[src/rtl/xrg_pkg.sv]
// ----------------------------------------------------------------------------
// xrg_pkg: shared types and constants of the xoshiro range generator
// Holds the item mode codes, the SplitMix64 and xoshiro256** constants and
// the one-hot sequencer state type.
// ----------------------------------------------------------------------------
package xrg_pkg;

  localparam int unsigned WORD_W = 64;
  localparam int unsigned HALF_W = WORD_W / 2;
  localparam int unsigned NUM_WORDS = 4;

  typedef logic [WORD_W-1:0] word_t;
  typedef logic [HALF_W-1:0] half_t;

  // Item mode codes
  localparam logic [1:0] MODE_SEED  = 2'd0;
  localparam logic [1:0] MODE_RAW   = 2'd1;
  localparam logic [1:0] MODE_RANGE = 2'd2;

  // SplitMix64 constants
  localparam word_t GOLDEN_STEP = 64'h9e3779b97f4a7c15;
  localparam word_t MIX_MUL_A   = 64'hbf58476d1ce4e5b9;
  localparam word_t MIX_MUL_B   = 64'h94d049bb133111eb;

  // xoshiro256** constants
  localparam int unsigned XS_SHIFT = 17;
  localparam int unsigned XS_ROT   = 45;
  localparam int unsigned OUT_ROT  = 7;

  localparam word_t WORD_MAX = {WORD_W{1'b1}};

  // Sequencer states, one-hot
  typedef enum logic [10:0] {
    ST_IDLE    = 11'b000_0000_0001,
    ST_MIX_ADD = 11'b000_0000_0010,
    ST_MIX_X30 = 11'b000_0000_0100,
    ST_MIX_X27 = 11'b000_0000_1000,
    ST_MIX_X31 = 11'b000_0001_0000,
    ST_MUL     = 11'b000_0010_0000,
    ST_DRAW    = 11'b000_0100_0000,
    ST_MUL9    = 11'b000_1000_0000,
    ST_CHECK   = 11'b001_0000_0000,
    ST_DIV     = 11'b010_0000_0000,
    ST_DONE    = 11'b100_0000_0000
  } state_t;

endpackage

[src/rtl/xoshiro_range_generator.sv]
// ----------------------------------------------------------------------------
// xoshiro_range_generator: xoshiro256** generator with SplitMix64 seeding
// Seed, raw and bounded draws run through one small sequencer that shares a
// 32x32 multiplier (seeding) and a bit-serial 64-bit divider (bounded draws).
// ----------------------------------------------------------------------------
// Steps: a seed item mixes each of the four state words in turn; a raw draw
//   steps the state, then scales, rotates and scales the output; a bound of 0/1 (or
//   mode three) answers zero; other bounds run a limit pass, raw draws until one is kept, then a modulo pass.
// Throughput: one transaction at a time, the next taken the cycle after the
//   result is raised; the bit-serial divider passes set the bounded-draw rate.
// Reset: rst is synchronous; after release the sequencer seeds the state from
//   a zero seed, holding in_stall high, then accepts transactions.
// ----------------------------------------------------------------------------
module xoshiro_range_generator
  import xrg_pkg::*;
(
  input  logic        clk,
  input  logic        rst,
  // input channel
  input  logic        in_valid,
  output logic        in_stall,
  input  logic [1:0]  mode,
  input  logic [63:0] seed_value,
  input  logic [63:0] range_max,
  // output channel
  output logic        out_valid,
  input  logic        out_stall,
  output logic [63:0] value
);

  state_t state;

  // Generator state
  word_t gen_words [NUM_WORDS];

  // Current transaction
  logic [1:0] cur_mode;
  word_t      bound;
  word_t      limit;
  word_t      result;

  // Seeding
  word_t       acc;      // SplitMix64 counter
  word_t       mix;      // word being mixed
  logic [1:0]  word_idx; // state word being filled
  logic        init_seed; // seeding after reset, no result
  logic        mix_sel;  // 0: first multiply, 1: second multiply

  // Shared multiplier: low 64 bits of mix * constant in three partial products
  logic [1:0]  mul_phase;
  word_t       mul_acc;
  word_t       mul_const;
  half_t       mul_a;
  half_t       mul_b;
  word_t       mul_prod;
  word_t       mul_sum;

  // Raw draw
  word_t       draw;
  word_t       draw_rot;
  word_t       xs_mix;   // word 3 folded with word 1, before the rotate
  word_t       xs_rot;

  // Shared divider: restoring, one bit per cycle, remainder only
  word_t       dvd;
  word_t       rem;
  logic [5:0]  div_cnt;
  logic        div_pass; // 0: limit pass, 1: final modulo pass
  logic [64:0] rem_shift;
  logic [64:0] rem_diff;
  word_t       rem_next;

  // --------------------------------------------------------------------------
  // Datapath helpers
  // --------------------------------------------------------------------------
  assign mul_const = mix_sel ? MIX_MUL_B : MIX_MUL_A;
  assign mul_a     = (mul_phase == 2'd2) ? mix[WORD_W-1:HALF_W] : mix[HALF_W-1:0];
  assign mul_b     = (mul_phase == 2'd1) ? mul_const[WORD_W-1:HALF_W]
                                         : mul_const[HALF_W-1:0];
  assign mul_prod  = WORD_W'(mul_a) * WORD_W'(mul_b);
  // cross products land in the upper half only
  assign mul_sum   = mul_acc + {mul_prod[HALF_W-1:0], {HALF_W{1'b0}}};

  assign draw_rot  = {draw[WORD_W-1-OUT_ROT:0], draw[WORD_W-1:WORD_W-OUT_ROT]};

  assign xs_mix    = gen_words[3] ^ gen_words[1];
  assign xs_rot    = {xs_mix[WORD_W-1-XS_ROT:0], xs_mix[WORD_W-1:WORD_W-XS_ROT]};

  assign rem_shift = {rem, dvd[WORD_W-1]};
  assign rem_diff  = rem_shift - {1'b0, bound};
  // keep the difference when no borrow came out of the top bit
  assign rem_next  = rem_diff[WORD_W] ? rem_shift[WORD_W-1:0] : rem_diff[WORD_W-1:0];

  // Take a new transaction only while idle
  assign in_stall = (state != ST_IDLE);

  // --------------------------------------------------------------------------
  // Sequencer
  // --------------------------------------------------------------------------
  always_ff @(posedge clk) begin
    if (rst) begin
      state     <= ST_MIX_ADD;
      acc       <= '0;
      word_idx  <= '0;
      init_seed <= 1'b1;
      out_valid <= 1'b0;
      mix_sel   <= 1'b0;
      mul_phase <= '0;
      div_cnt   <= '0;
      div_pass  <= 1'b0;
      cur_mode  <= MODE_SEED;
    end else begin
      // drop the result once the consumer takes it, unless a new one lands now
      if (out_valid && !out_stall && (state != ST_DONE)) begin
        out_valid <= 1'b0;
      end

      unique case (state)
        ST_IDLE: begin
          if (in_valid) begin
            cur_mode <= mode;
            bound    <= range_max;
            unique case (mode)
              MODE_SEED: begin
                acc      <= seed_value;
                word_idx <= '0;
                state    <= ST_MIX_ADD;
              end
              MODE_RAW: begin
                state <= ST_DRAW;
              end
              MODE_RANGE: begin
                if (range_max <= WORD_W'(1)) begin
                  result <= '0;
                  state  <= ST_DONE;
                end else begin
                  // first pass: remainder of all-ones by bound gives the limit
                  dvd      <= WORD_MAX;
                  rem      <= '0;
                  div_cnt  <= '0;
                  div_pass <= 1'b0;
                  state    <= ST_DIV;
                end
              end
              default: begin
                // unused mode: answer zero, leave the state alone
                result <= '0;
                state  <= ST_DONE;
              end
            endcase
          end
        end

        ST_MIX_ADD: begin
          acc   <= acc + GOLDEN_STEP;
          mix   <= acc + GOLDEN_STEP;
          state <= ST_MIX_X30;
        end

        ST_MIX_X30: begin
          mix       <= mix ^ (mix >> 30);
          mix_sel   <= 1'b0;
          mul_phase <= '0;
          state     <= ST_MUL;
        end

        ST_MUL: begin
          unique case (mul_phase)
            2'd0: begin
              mul_acc   <= mul_prod;
              mul_phase <= 2'd1;
            end
            2'd1: begin
              mul_acc   <= mul_sum;
              mul_phase <= 2'd2;
            end
            default: begin
              mix   <= mul_sum;
              state <= mix_sel ? ST_MIX_X31 : ST_MIX_X27;
            end
          endcase
        end

        ST_MIX_X27: begin
          mix       <= mix ^ (mix >> 27);
          mix_sel   <= 1'b1;
          mul_phase <= '0;
          state     <= ST_MUL;
        end

        ST_MIX_X31: begin
          gen_words[word_idx] <= mix ^ (mix >> 31);
          if (word_idx == 2'(NUM_WORDS - 1)) begin
            if (init_seed) begin
              init_seed <= 1'b0;
              state     <= ST_IDLE;
            end else begin
              result <= '0;
              state  <= ST_DONE;
            end
          end else begin
            word_idx <= word_idx + 2'd1;
            state    <= ST_MIX_ADD;
          end
        end

        ST_DRAW: begin
          // output starts as word 1 times five; advance the state
          draw         <= gen_words[1] + (gen_words[1] << 2);
          gen_words[0] <= gen_words[0] ^ gen_words[3] ^ gen_words[1];
          gen_words[1] <= gen_words[1] ^ gen_words[2] ^ gen_words[0];
          gen_words[2] <= gen_words[2] ^ gen_words[0] ^ (gen_words[1] << XS_SHIFT);
          gen_words[3] <= xs_rot;
          state <= ST_MUL9;
        end

        ST_MUL9: begin
          draw  <= draw_rot + (draw_rot << 3);
          state <= ST_CHECK;
        end

        ST_CHECK: begin
          if (cur_mode == MODE_RAW) begin
            result <= draw;
            state  <= ST_DONE;
          end else if (draw >= limit) begin
            // reject and draw again
            state <= ST_DRAW;
          end else begin
            dvd      <= draw;
            rem      <= '0;
            div_cnt  <= '0;
            div_pass <= 1'b1;
            state    <= ST_DIV;
          end
        end

        ST_DIV: begin
          rem     <= rem_next;
          dvd     <= dvd << 1;
          div_cnt <= div_cnt + 6'd1;
          if (div_cnt == 6'(WORD_W - 1)) begin
            if (div_pass) begin
              result <= rem_next;
              state  <= ST_DONE;
            end else begin
              limit <= ~rem_next;
              state <= ST_DRAW;
            end
          end
        end

        ST_DONE: begin
          // hold until the output register is free
          if (!out_valid || !out_stall) begin
            out_valid <= 1'b1;
            value     <= result;
            state     <= ST_IDLE;
          end
        end

        default: begin
          state <= ST_IDLE;
        end
      endcase
    end
  end

endmodule

[config.mk]
export PLATFORM = sky130hd
export DESIGN_NAME = xoshiro_range_generator
export DESIGN_NICKNAME = d
export VERILOG_FILES = /design/src/rtl/xrg_pkg.sv /design/src/rtl/xoshiro_range_generator.sv
export SDC_FILE = /design/constraint.sdc
export NUM_CORES = 2
export LEC_CHECK = 0
export ABC_AREA = 0
export ABC_CLOCK_PERIOD_IN_PS = 31100
export BUFFER_PORTS_ARGS = -buffer_cell sky130_fd_sc_hd__buf_2
export CAP_MARGIN = 20
export CORE_MARGIN = 2
export CORE_UTILIZATION = 49
export CTS_CLUSTER_SIZE = 28
export DETAILED_ROUTE_END_ITERATION = 8
export SETUP_SLACK_MARGIN = 0.4
export SLEW_MARGIN = 20
export SYNTH_ARGS = -nofsm -noshare
export SYNTH_HDL_FRONTEND = slang
export SYNTH_SLANG_ARGS = --single-unit
export TNS_END_PERCENT = 20
[constraint.sdc]
create_clock -name clk -period 31.1 [get_ports clk]
set_clock_uncertainty 0.1 [all_clocks]
set_input_delay 6.22 -clock clk [delete_from_list [all_inputs] [get_ports clk]]
set_output_delay 6.22 -clock clk [all_outputs]
set_load 0.02 [all_outputs]
==> run_summary.xml <==
<?xml version="1.0" encoding="UTF-8"?>
<metrics>
  <group name="synth">
    <metric name="synthDistinctLibCells" unit="">108</metric>
    <metric name="ys_seq_elements" unit="">923</metric>
    <metric name="postSynthAreaPerCell" unit="um^2">9.98</metric>
    <metric name="synthesis.instances" unit="">8449</metric>
    <metric name="cell_area_after_technology_mapping" unit="um^2">84300</metric>
    <metric name="synth_seq_area_share" unit="%">31.8</metric>
    <metric name="synth.cells.most_frequent" unit="">sky130_fd_sc_hd__inv_1, sky130_fd_sc_hd__edfxtp_1, sky130_fd_sc_hd__fa_1</metric>
    <metric name="ys_top_cells_by_area" unit="">sky130_fd_sc_hd__edfxtp_1, sky130_fd_sc_hd__fa_1, sky130_fd_sc_hd__ha_1, sky130_fd_sc_hd__inv_1, sky130_fd_sc_hd__xnor2_1</metric>
    <metric name="synth_async_sr_flop_share" unit="%">0</metric>
    <metric name="yosysWarnings" unit="">0</metric>
    <metric name="syn_nets" unit="">10000</metric>
    <metric name="synth.most_common_cell" unit="">sky130_fd_sc_hd__inv_1</metric>
    <metric name="synth_top_area_share" unit="%">29.6</metric>
    <metric name="synth_edf_count" unit="">832</metric>
    <metric name="synth-main-ff-cell" unit="">sky130_fd_sc_hd__edfxtp_1</metric>
    <metric name="post-synth-top-area-cell" unit="">sky130_fd_sc_hd__edfxtp_1</metric>
  </group>
  <group name="sta">
    <metric name="final.setup.tns" unit="ns">0</metric>
    <metric name="final_hold_viol_count" unit="">0</metric>
    <metric name="worst_slew_pin_slew" unit="ns">1.13</metric>
    <metric name="maxSlewViolCount" unit="">0</metric>
    <metric name="rsz_0062_raised_after_global_routing" unit="">no</metric>
    <metric name="fmax" unit="MHz">86.6</metric>
    <metric name="finalWorstPathRequiredPeriod" unit="ns">11.55</metric>
    <metric name="finalSetupViolCount" unit="">0</metric>
    <metric name="max_slew_margin" unit="%">24.3</metric>
    <metric name="finalHoldWorstSlack" unit="ns">0.293</metric>
    <metric name="final_min_period_over_clock_period" unit="%">37.1</metric>
  </group>
  <group name="critical_path">
    <metric name="startpoint_type" unit="">flop</metric>
    <metric name="worst_ep_required_time" unit="ns">31.52</metric>
    <metric name="setup.worst_path.end_class" unit="">flop</metric>
    <metric name="path_class" unit="">reg2reg</metric>
    <metric name="crit_path_top_delay_cell" unit="">sky130_fd_sc_hd__fa_1</metric>
    <metric name="critPathTopFamily" unit="">adder cells</metric>
    <metric name="maximum_fanout_count_along_the_critical_path" unit="">38</metric>
    <metric name="critical_path_arrival" unit="ns">11.96</metric>
    <metric name="timing.critical_path.buf_inv" unit="">6</metric>
    <metric name="crit_path_max_incr_delay" unit="ns">0.64</metric>
  </group>
  <group name="global_route">
    <metric name="grt_usage" unit="%">35.2</metric>
    <metric name="initial_antenna_violation_count" unit="">16</metric>
    <metric name="grt_pass1_vias" unit="">65400</metric>
    <metric name="grt_remaining_overflow" unit="">0</metric>
    <metric name="grt_first_pass_wirelength" unit="mm">446</metric>
    <metric name="grt_max_degree" unit="">114</metric>
  </group>
  <group name="routing">
    <metric name="routed_wirelength" unit="mm">308</metric>
    <metric name="dr.first_iter.drc_count" unit="">5805</metric>
    <metric name="count_of_nets_left_with_antenna_violations_after_detail_routing" unit="">0</metric>
    <metric name="drt_pre_antenna_iters" unit="">5</metric>
    <metric name="post_route_drc" unit="">0</metric>
    <metric name="drt-wirelength-per-cell" unit="um">28.2</metric>
    <metric name="detailed_route_vias_per_instance" unit="">5.87</metric>
    <metric name="dr_total_vias" unit="">64200</metric>
  </group>
  <group name="job">
    <metric name="max_cap_violations" unit="">0</metric>
  </group>
  <group name="floorplan">
    <metric name="die-area" unit="um^2">175000</metric>
    <metric name="top_level_ports" unit="">200</metric>
    <metric name="die-height" unit="um">419</metric>
    <metric name="dieWidth" unit="um">419</metric>
    <metric name="start_util" unit="%">49.2</metric>
    <metric name="floorplan.rows" unit="">152</metric>
    <metric name="core-area" unit="um^2">171000</metric>
  </group>
  <group name="clocking">
    <metric name="postCtsResizedCells" unit="">0</metric>
    <metric name="clock_transition_at_the_registers_of_the_reported_paths" unit="ns">0.06</metric>
    <metric name="cts_tree" unit="">yes</metric>
    <metric name="h-tree-depth" unit="">3</metric>
    <metric name="count_of_hold_buffers_inserted_by_post_cts_repair" unit="">0</metric>
    <metric name="post_cts_setup_buffer_count" unit="">0</metric>
    <metric name="ctsLongestPathBuffers" unit="">3</metric>
    <metric name="clock_tree.root_cell" unit="">sky130_fd_sc_hd__clkbuf_16</metric>
    <metric name="clock_sink_count" unit="">923</metric>
    <metric name="inserted_clock_buffers" unit="">105</metric>
    <metric name="worst_skew_pair.late_latency" unit="ns">0.79</metric>
  </group>
  <group name="layout">
    <metric name="finish.net_count" unit="">10100</metric>
    <metric name="stdcell_count" unit="">10900</metric>
    <metric name="syn_to_final_growth" unit="%">8.69</metric>
    <metric name="final_layout_size_suffix_gt1_share" unit="%">7.92</metric>
  </group>
  <group name="outcome">
    <metric name="run_status" unit="">finished, final reports clean</metric>
  </group>
  <group name="placement">
    <metric name="dp_hpwl" unit="mm">249</metric>
    <metric name="routabilityCongestion" unit="">1.07</metric>
    <metric name="port_buffers" unit="">199</metric>
    <metric name="place.detailed.instances" unit="">10700</metric>
  </group>
  <group name="min_path">
    <metric name="holdCritPathClass" unit="">reg2reg</metric>
  </group>
</metrics>
## layer usage
metal	GRT usage, %	wire length [um]
met3	4.55	18100
met5	0	43
met1	41.0	112000
met4	26.2	27300
met2	59.6	150000
## flip-flops by register name, indices dropped and copies added, names as in the netlist
name,cells
cur_mode,2
mul_acc,64
div_pass,1
result,64
state,11
mul_phase,2
limit,64
mix,64
bound,64
value,64
out_valid,1
mix_sel,1
rem,64
word_idx,2
dvd,64
acc,64
div_cnt,6
gen_words,256
draw,64
init_seed,1
## per-stage QoR
stage / setup slack [ns] / area (um^2) / util [%]
after global placement: 19.73 / 88000 / 51.4
after detailed placement: 19.75 / 88000 / 51.4
after floorplan: 17.62 / 84300 / -
after global routing: 19.16 / 91600 / 53.5
after CTS: 19.74 / 91600 / 53.5
final: 19.55 / 91700 / 53.5
## layout make-up
type / count / area [um^2]
Sequential cell: 923 / 26800
Timing Repair Buffer: 322 / 1940
Inverter: 1180 / 4430
Tap cell: 2310 / 2890
Multi-Input combinational cell: 6000 / 52000
Clock buffer: 119 / 2680
Fill cell: 15700 / 79700
Antenna cell: 9 / 22.5
Clock inverter: 78 / 952
## worst reg2reg max path, delay by kind of cell (launching register included)
| kind | cells | cell delay [ns] |
|---|---|---|
| AND/OR/NAND/NOR | 4 | 1.62 |
| buffers and inverters | 6 | 1.23 |
| AO/OA/AOI/OAI | 13 | 2.92 |
| flip-flops | 1 | 0.55 |
| XOR/XNOR | 3 | 0.79 |
| adder cells (fa/ha/maj) | 10 | 4.10 |
## cell families (layout without fill, tap and decap cells)
family                     after synthesis  count (layout)  synth area share (%)
xor gates and xnor gates               657             657                  6.84
other                                    1              10               0.00445
DFF                                    923             923                  31.8
adders and majority gates             1439            1439                  28.7
buffers and inverters                 1526            1699                  6.86
and+or+nand+nor                       2008            2008                  10.8
AOI/OAI and AO/OA                     1762            1762                  13.2
muxes                                  133             133                  1.90
## final timing paths
path | from | end | slack [ns] | cells after the start
max | mul_phase[1] | mix[61] | 19.55 | 36
min | result[0] | value[0] | 0.29 | 0
max reg2reg | mul_phase[1] | mix[61] | 19.55 | 36
min reg2reg | result[0] | value[0] | 0.29 | 0
## layout by cell type (no fill, tap or decap), types with 44 or more instances in the layout
| cell type | netlist | routed |
|---|---|---|
| sky130_fd_sc_hd__o21ai_1 | 77 | 77 |
| sky130_fd_sc_hd__nor2_1 | 673 | 668 |
| sky130_fd_sc_hd__o21ai_0 | 479 | 479 |
| sky130_fd_sc_hd__a31oi_1 | 49 | 49 |
| sky130_fd_sc_hd__fa_1 | 823 | 823 |
| sky130_fd_sc_hd__xor2_1 | 272 | 272 |
| sky130_fd_sc_hd__o21bai_1 | 73 | 73 |
| sky130_fd_sc_hd__nand2_1 | 673 | 673 |
| sky130_fd_sc_hd__edfxtp_1 | 832 | 832 |
| sky130_fd_sc_hd__nor3_1 | 86 | 84 |
| sky130_fd_sc_hd__clkbuf_16 | 0 | 105 |
| sky130_fd_sc_hd__buf_4 | 0 | 122 |
| sky130_fd_sc_hd__nand4_1 | 75 | 75 |
| sky130_fd_sc_hd__mux2i_2 | 60 | 61 |
| sky130_fd_sc_hd__nor2b_1 | 48 | 46 |
| sky130_fd_sc_hd__inv_1 | 1179 | 1179 |
| sky130_fd_sc_hd__xnor2_1 | 384 | 384 |
| sky130_fd_sc_hd__buf_2 | 9 | 198 |
| sky130_fd_sc_hd__ha_1 | 616 | 616 |
| sky130_fd_sc_hd__a22oi_1 | 46 | 46 |
| sky130_fd_sc_hd__dfxtp_1 | 91 | 90 |
| sky130_fd_sc_hd__and2_1 | 71 | 71 |
| sky130_fd_sc_hd__a21oi_1 | 452 | 447 |
| sky130_fd_sc_hd__a211oi_1 | 44 | 44 |
| sky130_fd_sc_hd__nand2b_1 | 56 | 55 |
| sky130_fd_sc_hd__a21o_1 | 182 | 182 |
| sky130_fd_sc_hd__nand3_1 | 130 | 130 |
Power is not shown: default switching activity piles up to over one toggle a cycle in this logic, so the estimate is an artifact.
